<file path="src/sv/p2b_pkg.sv">
package p2b_pkg;

	// Clamp limits of the source image
	localparam int MAX_WIDTH  = 1024;
	localparam int MAX_HEIGHT = 1024;

	localparam int CFG_W     = 11;
	localparam int CFG_IDX_W = 3;

	// Configuration register indexes
	localparam logic [CFG_IDX_W-1:0] CFG_DEST_X       = 3'd0;
	localparam logic [CFG_IDX_W-1:0] CFG_DEST_Y       = 3'd1;
	localparam logic [CFG_IDX_W-1:0] CFG_IMAGE_WIDTH  = 3'd2;
	localparam logic [CFG_IDX_W-1:0] CFG_IMAGE_HEIGHT = 3'd3;
	localparam logic [CFG_IDX_W-1:0] CFG_FRAME_WIDTH  = 3'd4;
	localparam logic [CFG_IDX_W-1:0] CFG_FRAME_HEIGHT = 3'd5;

	// Pixel addresses are kept modulo 2^20: word_index needs bits 19..4 only
	localparam int PIX_W  = 20;
	localparam int WORD_W = 16;

	// One classified source byte: up to two masked writes, the second one
	// always lands in the word after the first.
	typedef struct packed {
		logic [WORD_W-1:0] word;
		logic [31:0]       data0;
		logic [31:0]       mask0;
		logic [31:0]       data1;
		logic [31:0]       mask1;
		logic              two;
		logic              eoi;
	} entry_t;

endpackage

</file>
<file path="src/sv/p2b_if.sv">
interface p2b_in_if;
	logic       valid;
	logic       ready;
	logic [7:0] source_byte;

	modport source (output valid, output source_byte, input ready);
	modport sink (input valid, input source_byte, output ready);
endinterface

interface p2b_out_if;
	logic        valid;
	logic        ready;
	logic [15:0] word_index;
	logic [31:0] write_data;
	logic [31:0] write_mask;
	logic        last_of_item;
	logic        end_of_image;

	modport source (output valid, output word_index, output write_data, output write_mask,
		output last_of_item, output end_of_image, input ready);
	modport sink (input valid, input word_index, input write_data, input write_mask,
		input last_of_item, input end_of_image, output ready);
endinterface

</file>
<file path="src/sv/packed_2bpp_clipped_blit.sv">
// Channel     Dir  Modport  Payload
// ----------  ---  -------  -------------------------------------------------------
// in_bytes    in   sink     source_byte[7:0]
// out_writes  out  source   word_index[15:0] write_data[31:0] write_mask[31:0]
//                           last_of_item end_of_image
// cfg         in   -        cfg_we, cfg_index[2:0], cfg_data[10:0]
//
// One source byte is accepted per cycle while in_bytes.ready is high; it leaves as
// one or two writes, one per cycle while out_writes.ready is high, and the output
// port sets the rate. An accepted byte is registered in two front stages, one around
// the row multiplier, then written to the queue, whose head drives the output.
// Reset is asynchronous and clears position, pipeline and queue; no sweep follows.
// Output stalls fill the 2-entry queue, then hold the front stages and in_bytes.ready.
module packed_2bpp_clipped_blit (
	input  logic                          clk,
	input  logic                          arst_n,
	p2b_in_if.sink                        in_bytes,
	p2b_out_if.source                     out_writes,
	input  logic                          cfg_we,
	input  logic [p2b_pkg::CFG_IDX_W-1:0] cfg_index,
	input  logic [p2b_pkg::CFG_W-1:0]     cfg_data
);
	import p2b_pkg::*;

	logic   push_valid;
	logic   push_ready;
	entry_t push_entry;
	logic   head_valid;
	entry_t head_entry;
	logic   pop;

	// Front: hold the config, track the source position, clip each byte and
	// split it into per-word data and masks.
	p2b_front u_front (
		.clk        (clk),
		.arst_n     (arst_n),
		.in_bytes   (in_bytes),
		.cfg_we     (cfg_we),
		.cfg_index  (cfg_index),
		.cfg_data   (cfg_data),
		.push_valid (push_valid),
		.push_ready (push_ready),
		.push_entry (push_entry)
	);

	// Queue: decouple classification from write issue.
	p2b_queue u_queue (
		.clk        (clk),
		.arst_n     (arst_n),
		.push_valid (push_valid),
		.push_ready (push_ready),
		.push_entry (push_entry),
		.head_valid (head_valid),
		.head_entry (head_entry),
		.pop        (pop)
	);

	// Back: issue one or two masked writes per queued byte.
	p2b_back u_back (
		.clk        (clk),
		.arst_n     (arst_n),
		.head_valid (head_valid),
		.head_entry (head_entry),
		.pop        (pop),
		.out_writes (out_writes)
	);

endmodule

</file>
<file path="src/sv/p2b_queue.sv">
module p2b_queue (
	input  logic            clk,
	input  logic            arst_n,
	input  logic            push_valid,
	output logic            push_ready,
	input  p2b_pkg::entry_t push_entry,
	output logic            head_valid,
	output p2b_pkg::entry_t head_entry,
	input  logic            pop
);
	import p2b_pkg::*;

	entry_t     mem_q [2];
	logic       wr_ptr_q;
	logic       rd_ptr_q;
	logic [1:0] count_q;
	logic       do_push;
	logic       do_pop;

	assign push_ready = (count_q != 2'd2);
	assign head_valid = (count_q != 2'd0);
	assign head_entry = mem_q[rd_ptr_q];
	assign do_push    = push_valid && push_ready;
	assign do_pop     = pop && head_valid;

	always_ff @(posedge clk) begin
		if (do_push) begin
			mem_q[wr_ptr_q] <= push_entry;
		end
	end

	always_ff @(posedge clk or negedge arst_n) begin
		if (!arst_n) begin
			wr_ptr_q <= 1'b0;
			rd_ptr_q <= 1'b0;
			count_q  <= 2'd0;
		end else begin
			if (do_push) begin
				wr_ptr_q <= !wr_ptr_q;
			end
			if (do_pop) begin
				rd_ptr_q <= !rd_ptr_q;
			end
			case ({do_push, do_pop})
				2'b10:   count_q <= count_q + 2'd1;
				2'b01:   count_q <= count_q - 2'd1;
				default: count_q <= count_q;
			endcase
		end
	end

endmodule

</file>
<file path="src/sv/p2b_front.sv">
module p2b_front (
	input  logic                           clk,
	input  logic                           arst_n,
	p2b_in_if.sink                         in_bytes,
	input  logic                           cfg_we,
	input  logic [p2b_pkg::CFG_IDX_W-1:0]  cfg_index,
	input  logic [p2b_pkg::CFG_W-1:0]      cfg_data,
	output logic                           push_valid,
	input  logic                           push_ready,
	output p2b_pkg::entry_t                push_entry
);
	import p2b_pkg::*;

	logic [10:0] dest_x_q, dest_y_q, image_width_q, image_height_q;
	logic [10:0] frame_width_q, frame_height_q;

	logic [7:0]  byte_column_q;
	logic [9:0]  source_row_q;

	logic [10:0] eff_w, eff_h;
	logic [11:0] w_plus3;
	logic [9:0]  row_bytes;
	logic        last_byte, eoi;
	logic [11:0] yy;
	logic        row_vis;
	logic        accept, cfg_hit;

	// stage 1: position and row classification
	logic        v_s1, vis_s1, eoi_s1;
	logic [7:0]  src_s1;
	logic [9:0]  col_s1;
	logic [10:0] yy_s1;
	// stage 2: row product
	logic        v_s2, vis_s2, eoi_s2;
	logic [7:0]  src_s2;
	logic [9:0]  col_s2;
	logic [PIX_W-1:0] prod_s2;

	logic [21:0] prod_full;
	logic        adv1, adv2;

	always_ff @(posedge clk or negedge arst_n) begin
		if (!arst_n) begin
			dest_x_q       <= 11'd0;
			dest_y_q       <= 11'd0;
			image_width_q  <= 11'd4;
			image_height_q <= 11'd1;
			frame_width_q  <= 11'd320;
			frame_height_q <= 11'd200;
		end else if (cfg_we) begin
			case (cfg_index)
				CFG_DEST_X:       dest_x_q       <= cfg_data;
				CFG_DEST_Y:       dest_y_q       <= cfg_data;
				CFG_IMAGE_WIDTH:  image_width_q  <= cfg_data;
				CFG_IMAGE_HEIGHT: image_height_q <= cfg_data;
				CFG_FRAME_WIDTH:  frame_width_q  <= cfg_data;
				CFG_FRAME_HEIGHT: frame_height_q <= cfg_data;
				default: ;
			endcase
		end
	end

	assign cfg_hit = cfg_we && (cfg_index <= CFG_FRAME_HEIGHT);

	// clamp the image size
	assign eff_w = (image_width_q > 11'(MAX_WIDTH)) ? 11'(MAX_WIDTH) : image_width_q;
	always_comb begin
		if (image_height_q > 11'(MAX_HEIGHT)) begin
			eff_h = 11'(MAX_HEIGHT);
		end else if (image_height_q == 11'd0) begin
			eff_h = 11'd1;
		end else begin
			eff_h = image_height_q;
		end
	end
	assign w_plus3   = {1'b0, eff_w} + 12'd3;
	assign row_bytes = (w_plus3[11:2] == 10'd0) ? 10'd1 : w_plus3[11:2];
	assign last_byte = ({2'b00, byte_column_q} + 10'd1) >= row_bytes;
	assign eoi       = last_byte && (({1'b0, source_row_q} + 11'd1) >= eff_h);

	assign yy      = {dest_y_q[10], dest_y_q} + {2'b00, source_row_q};
	assign row_vis = !yy[11] && (yy[10:0] < frame_height_q);

	assign adv2            = !v_s2 || push_ready;
	assign adv1            = !v_s1 || adv2;
	assign in_bytes.ready  = adv1;
	assign accept          = in_bytes.valid && adv1;

	// advance the source position
	always_ff @(posedge clk or negedge arst_n) begin
		if (!arst_n) begin
			byte_column_q <= 8'd0;
			source_row_q  <= 10'd0;
		end else if (cfg_hit) begin
			byte_column_q <= 8'd0;
			source_row_q  <= 10'd0;
		end else if (accept) begin
			if (eoi) begin
				byte_column_q <= 8'd0;
				source_row_q  <= 10'd0;
			end else if (last_byte) begin
				byte_column_q <= 8'd0;
				source_row_q  <= source_row_q + 10'd1;
			end else begin
				byte_column_q <= byte_column_q + 8'd1;
			end
		end
	end

	always_ff @(posedge clk or negedge arst_n) begin
		if (!arst_n) begin
			v_s1 <= 1'b0;
			v_s2 <= 1'b0;
		end else begin
			if (adv1) begin
				v_s1 <= in_bytes.valid;
			end
			if (adv2) begin
				v_s2 <= v_s1;
			end
		end
	end

	always_ff @(posedge clk) begin
		if (accept) begin
			src_s1 <= in_bytes.source_byte;
			col_s1 <= {byte_column_q, 2'b00};
			yy_s1  <= yy[10:0];
			vis_s1 <= row_vis;
			eoi_s1 <= eoi;
		end
		if (adv2 && v_s1) begin
			src_s2  <= src_s1;
			col_s2  <= col_s1;
			vis_s2  <= vis_s1;
			eoi_s2  <= eoi_s1;
			prod_s2 <= prod_full[PIX_W-1:0];
		end
	end

	assign prod_full = yy_s1 * frame_width_q;

	// classify the four pixels against the clip window and the word grid
	logic [PIX_W-1:0]  p0;
	logic [WORD_W-1:0] a_word;
	logic [9:0]        c_k   [4];
	logic [11:0]       xx_k  [4];
	logic [4:0]        pos_k [4];
	logic [3:0]        sh_k  [4];
	logic [31:0]       dat_k [4];
	logic [31:0]       msk_k [4];
	logic [3:0]        vis_k, hi_k, g0, g1;
	logic [31:0]       d0, m0, d1, m1;

	assign p0     = prod_s2 + {{(PIX_W-11){dest_x_q[10]}}, dest_x_q} + {10'd0, col_s2};
	assign a_word = p0[PIX_W-1:4];

	always_comb begin
		for (int k = 0; k < 4; k++) begin
			c_k[k]   = {col_s2[9:2], 2'(k)};
			xx_k[k]  = {dest_x_q[10], dest_x_q} + {2'b00, c_k[k]};
			vis_k[k] = vis_s2 && ({1'b0, c_k[k]} < eff_w) && !xx_k[k][11]
				&& (xx_k[k][10:0] < frame_width_q);
			pos_k[k] = {1'b0, p0[3:0]} + 5'(k);
			hi_k[k]  = pos_k[k][4];
			sh_k[k]  = 4'd15 - pos_k[k][3:0];
			dat_k[k] = {30'd0, src_s2[6-2*k +: 2]} << {sh_k[k], 1'b0};
			msk_k[k] = 32'h3 << {sh_k[k], 1'b0};
		end
	end

	assign g0 = vis_k & ~hi_k;
	assign g1 = vis_k & hi_k;

	always_comb begin
		d0 = 32'd0;
		m0 = 32'd0;
		d1 = 32'd0;
		m1 = 32'd0;
		for (int k = 0; k < 4; k++) begin
			if (g0[k]) begin
				d0 = d0 | dat_k[k];
				m0 = m0 | msk_k[k];
			end
			if (g1[k]) begin
				d1 = d1 | dat_k[k];
				m1 = m1 | msk_k[k];
			end
		end
	end

	always_comb begin
		push_entry.eoi   = eoi_s2;
		push_entry.data1 = d1;
		push_entry.mask1 = m1;
		if (|g0) begin
			push_entry.word  = a_word;
			push_entry.data0 = d0;
			push_entry.mask0 = m0;
			push_entry.two   = |g1;
		end else if (|g1) begin
			push_entry.word  = a_word + 16'd1;
			push_entry.data0 = d1;
			push_entry.mask0 = m1;
			push_entry.two   = 1'b0;
		end else begin
			push_entry.word  = '0;
			push_entry.data0 = 32'd0;
			push_entry.mask0 = 32'd0;
			push_entry.two   = 1'b0;
		end
	end

	assign push_valid = v_s2;

endmodule

</file>
<file path="src/sv/p2b_back.sv">
module p2b_back (
	input  logic            clk,
	input  logic            arst_n,
	input  logic            head_valid,
	input  p2b_pkg::entry_t head_entry,
	output logic            pop,
	p2b_out_if.source       out_writes
);
	import p2b_pkg::*;

	logic phase_q;
	logic last;
	logic fire;

	assign last = phase_q || !head_entry.two;
	assign fire = head_valid && out_writes.ready;
	assign pop  = fire && last;

	assign out_writes.valid        = head_valid;
	assign out_writes.word_index   = phase_q ? head_entry.word + WORD_W'(1) : head_entry.word;
	assign out_writes.write_data   = phase_q ? head_entry.data1 : head_entry.data0;
	assign out_writes.write_mask   = phase_q ? head_entry.mask1 : head_entry.mask0;
	assign out_writes.last_of_item = last;
	assign out_writes.end_of_image = head_entry.eoi;

	// step to the second write of a straddling byte, drop back after it
	always_ff @(posedge clk or negedge arst_n) begin
		if (!arst_n) begin
			phase_q <= 1'b0;
		end else if (fire) begin
			phase_q <= !last;
		end
	end

endmodule

</file>
<file path="src/flat_wrapper.sv">
// flat-port wrapper written by rule: the top's interface ports become plain ports
module packed_2bpp_clipped_blit_flat import p2b_pkg::*;
  (clk, arst_n, cfg_we, cfg_index, cfg_data, in_bytes_valid, in_bytes_source_byte, in_bytes_ready, out_writes_valid, out_writes_word_index, out_writes_write_data, out_writes_write_mask, out_writes_last_of_item, out_writes_end_of_image, out_writes_ready);
  p2b_in_if in_bytes_i ();
  p2b_out_if out_writes_i ();
  input  logic clk;
  input  logic arst_n;
  input  logic cfg_we;
  input  logic [p2b_pkg::CFG_IDX_W-1:0] cfg_index;
  input  logic [p2b_pkg::CFG_W-1:0] cfg_data;
  input wire logic [$bits(in_bytes_i.valid)-1:0] in_bytes_valid;
  input wire logic [$bits(in_bytes_i.source_byte)-1:0] in_bytes_source_byte;
  output wire logic [$bits(in_bytes_i.ready)-1:0] in_bytes_ready;
  output wire logic [$bits(out_writes_i.valid)-1:0] out_writes_valid;
  output wire logic [$bits(out_writes_i.word_index)-1:0] out_writes_word_index;
  output wire logic [$bits(out_writes_i.write_data)-1:0] out_writes_write_data;
  output wire logic [$bits(out_writes_i.write_mask)-1:0] out_writes_write_mask;
  output wire logic [$bits(out_writes_i.last_of_item)-1:0] out_writes_last_of_item;
  output wire logic [$bits(out_writes_i.end_of_image)-1:0] out_writes_end_of_image;
  input wire logic [$bits(out_writes_i.ready)-1:0] out_writes_ready;
  assign in_bytes_i.valid = in_bytes_valid;
  assign in_bytes_i.source_byte = in_bytes_source_byte;
  assign in_bytes_ready = in_bytes_i.ready;
  assign out_writes_valid = out_writes_i.valid;
  assign out_writes_word_index = out_writes_i.word_index;
  assign out_writes_write_data = out_writes_i.write_data;
  assign out_writes_write_mask = out_writes_i.write_mask;
  assign out_writes_last_of_item = out_writes_i.last_of_item;
  assign out_writes_end_of_image = out_writes_i.end_of_image;
  assign out_writes_i.ready = out_writes_ready;
  packed_2bpp_clipped_blit u_core (.clk(clk), .arst_n(arst_n), .in_bytes(in_bytes_i), .out_writes(out_writes_i), .cfg_we(cfg_we), .cfg_index(cfg_index), .cfg_data(cfg_data));
endmodule
</file>
<file path="config.mk">
export PLATFORM = sky130hd
export DESIGN_NAME = packed_2bpp_clipped_blit_flat
export DESIGN_NICKNAME = d
export VERILOG_FILES = /design/src/sv/p2b_pkg.sv /design/src/sv/p2b_if.sv /design/src/sv/packed_2bpp_clipped_blit.sv /design/src/sv/p2b_queue.sv /design/src/sv/p2b_front.sv /design/src/sv/p2b_back.sv /design/src/flat_wrapper.sv
export SDC_FILE = /design/constraint.sdc
export NUM_CORES = 1
export LEC_CHECK = 0
export ABC_CLOCK_PERIOD_IN_PS = 10900
export BUFFER_PORTS_ARGS = -buffer_cell sky130_fd_sc_hd__buf_2
export CAP_MARGIN = 10
export CORE_ASPECT_RATIO = 1.2
export CORE_MARGIN = 3
export CORE_UTILIZATION = 36
export CTS_CLUSTER_DIAMETER = 150
export DETAILED_ROUTE_END_ITERATION = 8
export GPL_TIMING_DRIVEN = 0
export PLACE_DENSITY_LB_ADDON = 0.25
export SLEW_MARGIN = 20
export SYNTH_ARGS = -nofsm -noshare
export SYNTH_HDL_FRONTEND = slang
export SYNTH_HIERARCHICAL = 1
export SYNTH_SLANG_ARGS = --single-unit
</file>
<file path="constraint.sdc">
create_clock -name clk -period 10.9 [get_ports clk]
set_input_delay 2.725 -clock clk [delete_from_list [all_inputs] [get_ports clk]]
set_output_delay 2.725 -clock clk [all_outputs]
set_load 0.02 [all_outputs]
</file>
Word level (Yosys, flattened, before mapping)
Memory sizes are Yosys's and may differ from the RTL's.
Cells that the tools add are included.
{ "word_totals": {"reg_bits": 158, "latch_bits": 0, "mem_bits_rw": 292, "mem_bits_ro": 0, "input_bits": 27, "word_cells": 182, "memories": 1} }
{ "op_classes": {"n_addsub": 23, "mul": 1, "div_mod_pow": 0, "order_cmp": 14, "eq_ne": 8, "shifts": 8, "mux": 37, "n_bitwise": 15, "reduce_logical": 51} }
{ "memory_table": {"columns": ["name", "depth", "width", "rd", "rd_clocked_by_memory_dff", "write_ports", "line_no", "source"], "rows": [
  ["u_core.u_queue.mem_q", 2, 146, 1, 0, 1, "p2b_queue.sv:13", "entry_t mem_q [2];"]
]} }
{ "op_table": {"columns": ["op", "count"], "rows": [
  ["$mux 32", 18],
  ["$or 32x32->32", 12],
  ["$mux 80", 2],
  ["$shl 2x5->32", 4],
  ["$shl 2x5->32 const A", 4],
  ["$add 11x11->12", 5],
  ["$lt 11x11->1", 5],
  ["$mux 10", 5],
  ["$lt 10x11->1", 4],
  ["$mux 11", 3],
  ["$add 16x1->16 const B", 2],
  ["$mux 8", 4],
  ["$gt 11x11->1 const B", 2],
  ["$logic_and 1x1->1", 21],
  ["$add 20x10->20", 1],
  ["$add 20x20->20", 1],
  ["$mul 11x11->20", 1],
  ["$mux 16", 1],
  ["$sub 4x4->4 const A", 4],
  ["$reduce_and 2->1", 7],
  ["$add 11x2->12 const B", 1],
  ["$add 10x1->11 const B", 1],
  ["$ge 11x11->1", 1],
  ["$logic_not 1->1", 11],
  ["26 further kinds", 37]
]} }

Depth between registers and ports, before layout
{ "logic_depth": {"depth_word": 16, "mapped_depth": 20} }

Cells and area by module
The synthesis kept the hierarchy.
{ "modules_own_cells": {"columns": ["module", "instances", "cells_per_inst", "area_each_um2"], "rows": [
  ["p2b_front", 1, 1910, 17430.5],
  ["p2b_queue", 1, 471, 10781.6],
  ["p2b_back", 1, 125, 1143.6]
]} }

Worst setup path after synthesis
No wires, ideal clock.
{ "synth_path": {"kind": "flip-flop to flip-flop", "from": "register u_core.u_queue.count_q[0]", "to": "memory u_core/u_queue/mem_q[0][0] (netlist name), enable pin", "setup_time_ns": 0.653, "arrival_time_ns": 6.697, "required_ns": 10.247, "slack_ns": 3.550, "path_stages_with_launch": 4, "synth_period_minus_slack_ns": 7.350, "path_cell_list": "dfrtp_1 nand2b_1 nand2_1 nor2_1"} }
{ "synth_between": {"elab_chain_cells": 4} }
{ "synth_rtl": {"columns": ["element", "line_no", "source"], "rows": [
  ["start, declared", "p2b_queue.sv:16", "logic [1:0] count_q;"],
  ["start signal, assigned", "p2b_queue.sv:45", "2'b10: count_q <= count_q + 2'd1;"],
  ["start signal, assigned", "p2b_queue.sv:46", "2'b01: count_q <= count_q - 2'd1;"],
  ["start signal, assigned", "p2b_queue.sv:47", "default: count_q <= count_q;"],
  ["$ne 2x2->1", "p2b_queue.sv:20", "assign push_ready = (count_q != 2'd2);"],
  ["via u_core.push_ready", "packed_2bpp_clipped_blit.sv:26", "logic push_ready;"],
  ["$logic_and 1x1->1", "p2b_queue.sv:23", "assign do_push = push_valid && push_ready;"],
  ["$mux 1", "p2b_queue.sv:27", "if (do_push) begin"],
  ["$mux 1 (not written as such)", "p2b_queue.sv:28", "mem_q[wr_ptr_q] <= push_entry;"],
  ["end, declared", "p2b_queue.sv:13", null]
]} }
The timed path passes the listed nets, and every way through them passes these cells.

==> results.py <==
metrics = {
    "status": {
        "status": "finished, final reports clean",
    },
    "synthesis": {
        "avgSynthCellArea_um2": 11.7,
        "yosys_warnings": 6,
        "async_reset_ff_frac": 0.202,
        "synth.distinct_cells": 102,
        "synth_area_leaders": "edfxtp_1 (37%), mux2_2 (10%), ha_1 (8.4%), dfrtp_1 (7.2%), fa_1 (6.2%)",
        "yosysTopAreaCell": "edfxtp_1",
        "synth_top_area_frac": 0.367,
        "synth_area_um2": 29400,
        "ys.flop_type": "edfxtp_1",
        "synth_edf_count": 359,
        "syn_inst": 2506,
        "seq_area_frac_synth": 0.445,
        "ys_ff_latch": 450,
    },
    "setup_path": {
        "arrival_ns": 6.15,
        "timing.rr.start": "u_core/u_front/col_s2[2]$_DFFE_PP_",
        "slowest_delay_ns": 0.55,
        "end_kind": "flop",
        "crit_family": "compound AO/OA/AOI/OAI gates",
        "rrSetupSlack_ns": 5.21,
        "cpMaxStageDelayCell": "edfxtp_1",
        "worstPathCellList": "ha_1, fa_1, a21o_1, a21oi_1, a21boi_0, o21ai_0, xnor2_1, ha_1, inv_1, o22ai_1, a211oi_1, o2111ai_1, nor2_1, buf_2, a222oi_1, o211ai_1, buf_4",
        "start_kind": "flop",
        "path_class": "flop to flop",
        "worstPathMaxFanout": 10,
        "reg2reg_depth": 17,
        "path_common_cell": "ha_1",
        "r2r_end": "u_core/u_queue/mem_q[0][91]$_DFFE_PP_",
        "required_ns": 11.36,
        "crit_buf_inv": 3,
    },
    "detailed_routing": {
        "drtAntennaViolNets": 0,
        "first_pass_iters": 6,
        "avgRoutedWirePerCell_um": 21.1,
        "post_drt_via_cell_ratio": 5.40,
        "drcViolationCount": 0,
        "drt_iter0_drc": 1538,
        "vias": 20300,
        "routed_wl_um": 79400,
    },
    "hold_path": {
        "min_to": "u_core/u_front/col_s2[7]$_DFFE_PP_",
        "hold_depth": 0,
        "hp-start": "u_core/u_front/col_s1[7]$_DFFE_PP_",
        "hold_path_class": "flop to flop",
    },
    "sta": {
        "tightest_slew_ns": 1.00,
        "final_max_slew_viol_count": 0,
        "grt_setup_unrepaired": "no",
        "finalSetupTns_ns": 0,
        "finalSetupViolations": 0,
        "relSlewSlack": 0.326,
        "fmax_mhz": 176,
        "hold_violations": 0,
        "period_share": 0.522,
        "clock-skew-final_ns": 0.0180,
        "period_minus_slack_ns": 5.69,
    },
    "clocking": {
        "cts_made_buffers": 50,
        "cts_tree": "done",
        "cts_setup_buffers": 0,
        "clockRootBuffer": "clkbuf_16",
        "hold_buffers": 0,
        "clkSlewWorstSetupHoldPaths_ns": 0.06,
        "ctsHtreeMaxLevel": 2,
        "clk_latency_ns": 0.60,
        "cts_resized": 0,
        "cts.sinks": 450,
        "clk_path_buf_depth": 3,
    },
    "global_routing": {
        "grt_pass1_vias": 21100,
        "met2_usage": 0.334,
        "busiest_layer": "met2",
        "grt_overflow": 0,
        "use_met1": 0.228,
        "grt_max_degree": 71,
        "track_usage": 0.185,
        "antenna_found_initial": 0,
        "grt_pass1_wl_um": 123000,
        "use_met3": 0.0211,
    },
    "floorplan": {
        "initial_utilization": 0.364,
        "core-area_um2": 80700,
        "dieArea_um2": 85000,
        "die_h_um": 319,
        "top_level_ports": 111,
        "chipWidth_um": 267,
        "fp-row-count": 114,
    },
    "job": {
        "maxCapViolCount": 0,
    },
    "cells_and_area": {
        "nets": 2995,
        "area_delta_synth_final_pct": 13.6,
        "layout_commonest_cell": "edfxtp_1",
        "antennaDiodeCount": 0,
        "layout_common_cells": "edfxtp_1 (359), mux2_2 (265), nand2_1 (214), ha_1 (196), inv_1 (161)",
        "finalNonFillerCells": 3765,
        "drive_gt1_frac": 0.227,
    },
    "placed_design": {
        "port_buffers": 110,
        "dp_hpwl_um": 60900,
        "dp.cells": 3673,
        "place.gp.congestion": 0.925,
    },
}
-- cell families (layout without fill, tap and decap cells) --
| group | Yosys count | after routing | share of synthesized area |
|---|---|---|---|
| and+or+nand+nor | 624 | 624 | 0.109 |
| DFF | 450 | 450 | 0.445 |
| AOI/OAI and AO/OA | 439 | 439 | 0.107 |
| buffers and inverters | 309 | 523 | 0.0513 |
| adders and majority gates | 287 | 287 | 0.146 |
| muxes | 275 | 275 | 0.105 |
| xor gates and xnor gates | 121 | 121 | 0.0370 |
| other | 1 | 2 | 0.000128 |
-- sequential cells by signal, indices dropped and copies added, names as in the netlist, 2 cells and up --
name / cells
u_core/u_front/src_s2: 8
u_core/u_front/frame_height_q: 11
u_core/u_front/col_s1: 8
u_core/u_front/prod_s2: 20
u_core/u_front/source_row_q: 10
u_core/u_queue/mem_q: 292
u_core/u_front/src_s1: 8
u_core/u_front/yy_s1: 11
u_core/u_front/frame_width_q: 11
u_core/u_front/image_width_q: 11
u_core/u_front/dest_x_q: 11
u_core/u_front/byte_column_q: 8
u_core/u_front/dest_y_q: 11
u_core/u_front/image_height_q: 11
u_core/u_queue/count_q: 2
u_core/u_front/col_s2: 8
-- worst max-delay path by stage --
stage,cells after the start,to,from,slack [ns]
floorplan,3,u_core/u_queue/mem_q[0][0]$_DFFE_PP_,u_core/u_queue/count_q[0]$_DFFE_PN0P_,3.55
global route,19,u_core/u_front/prod_s2[17]$_DFFE_PP_,u_core/u_front/frame_width_q[4]$_DFFE_PN0P_,4.72
global placement,3,u_core/u_queue/mem_q[0][2]$_DFFE_PP_,u_core/u_queue/count_q[0]$_DFFE_PN0P_,0.07
finish,17,u_core/u_queue/mem_q[0][91]$_DFFE_PP_,u_core/u_front/col_s2[2]$_DFFE_PP_,5.21
detailed placement,19,u_core/u_front/prod_s2[17]$_DFFE_PP_,u_core/u_front/frame_width_q[4]$_DFFE_PN0P_,5.21
CTS,19,u_core/u_front/prod_s2[17]$_DFFE_PP_,u_core/u_front/frame_width_q[4]$_DFFE_PN0P_,5.18
-- Yosys cell counts, drive strengths merged, types with 15 or more instances --
cell type  number
edfxtp        359
mux2          267
nand2         215
ha            196
inv           161
nor2           97
buf            92
fa             91
o21ai          87
dfrtp          84
and2           77
xnor2          72
a21oi          69
clkbuf         53
nand3          52
xor2           49
a21o           39
o22ai          35
nor3           29
and3           28
nand2b         28
nand4          27
o211ai         27
a222oi         22
o221ai         21
a31oi          16
o21a           15
-- metal layers --
metal / routed length, µm / up-vias / share of wire
met3: 3190 / 129 / 0.040
met4: 2820 / 0 / 0.036
li1: - / 9515 / -
met5: 0 / - / 0
met2: 40900 / 542 / 0.51
met1: 32600 / 10100 / 0.41
-- layout make-up --
type	count	area (µm²)
clock inverters	27	440
plain buffers	145	890
well taps	1044	1310
multi-input cells	1748	14800
repair buffers	122	857
clock buffers	65	1380
fillers	7653	47400
flip-flops and latches	450	13100
inverters	164	616
-- stage by stage --
step / util / area (µm²) / worst slack (ns) / hold WS [ns]
2_1_floorplan: - / 29400 / 3.55 / 0.400
3_3_place_gp: 0.387 / 31200 / 0.0728 / 0.405
3_5_place_dp: 0.391 / 31500 / 5.21 / 0.405
4_1_cts: 0.413 / 33400 / 5.18 / 0.413
5_1_grt: 0.413 / 33400 / 4.72 / 0.416
6_report: 0.413 / 33400 / 5.21 / 0.412
Power is left out: the tool's default activity adds up to more than one toggle a clock period on the data nets, which glitch-free logic cannot reach.
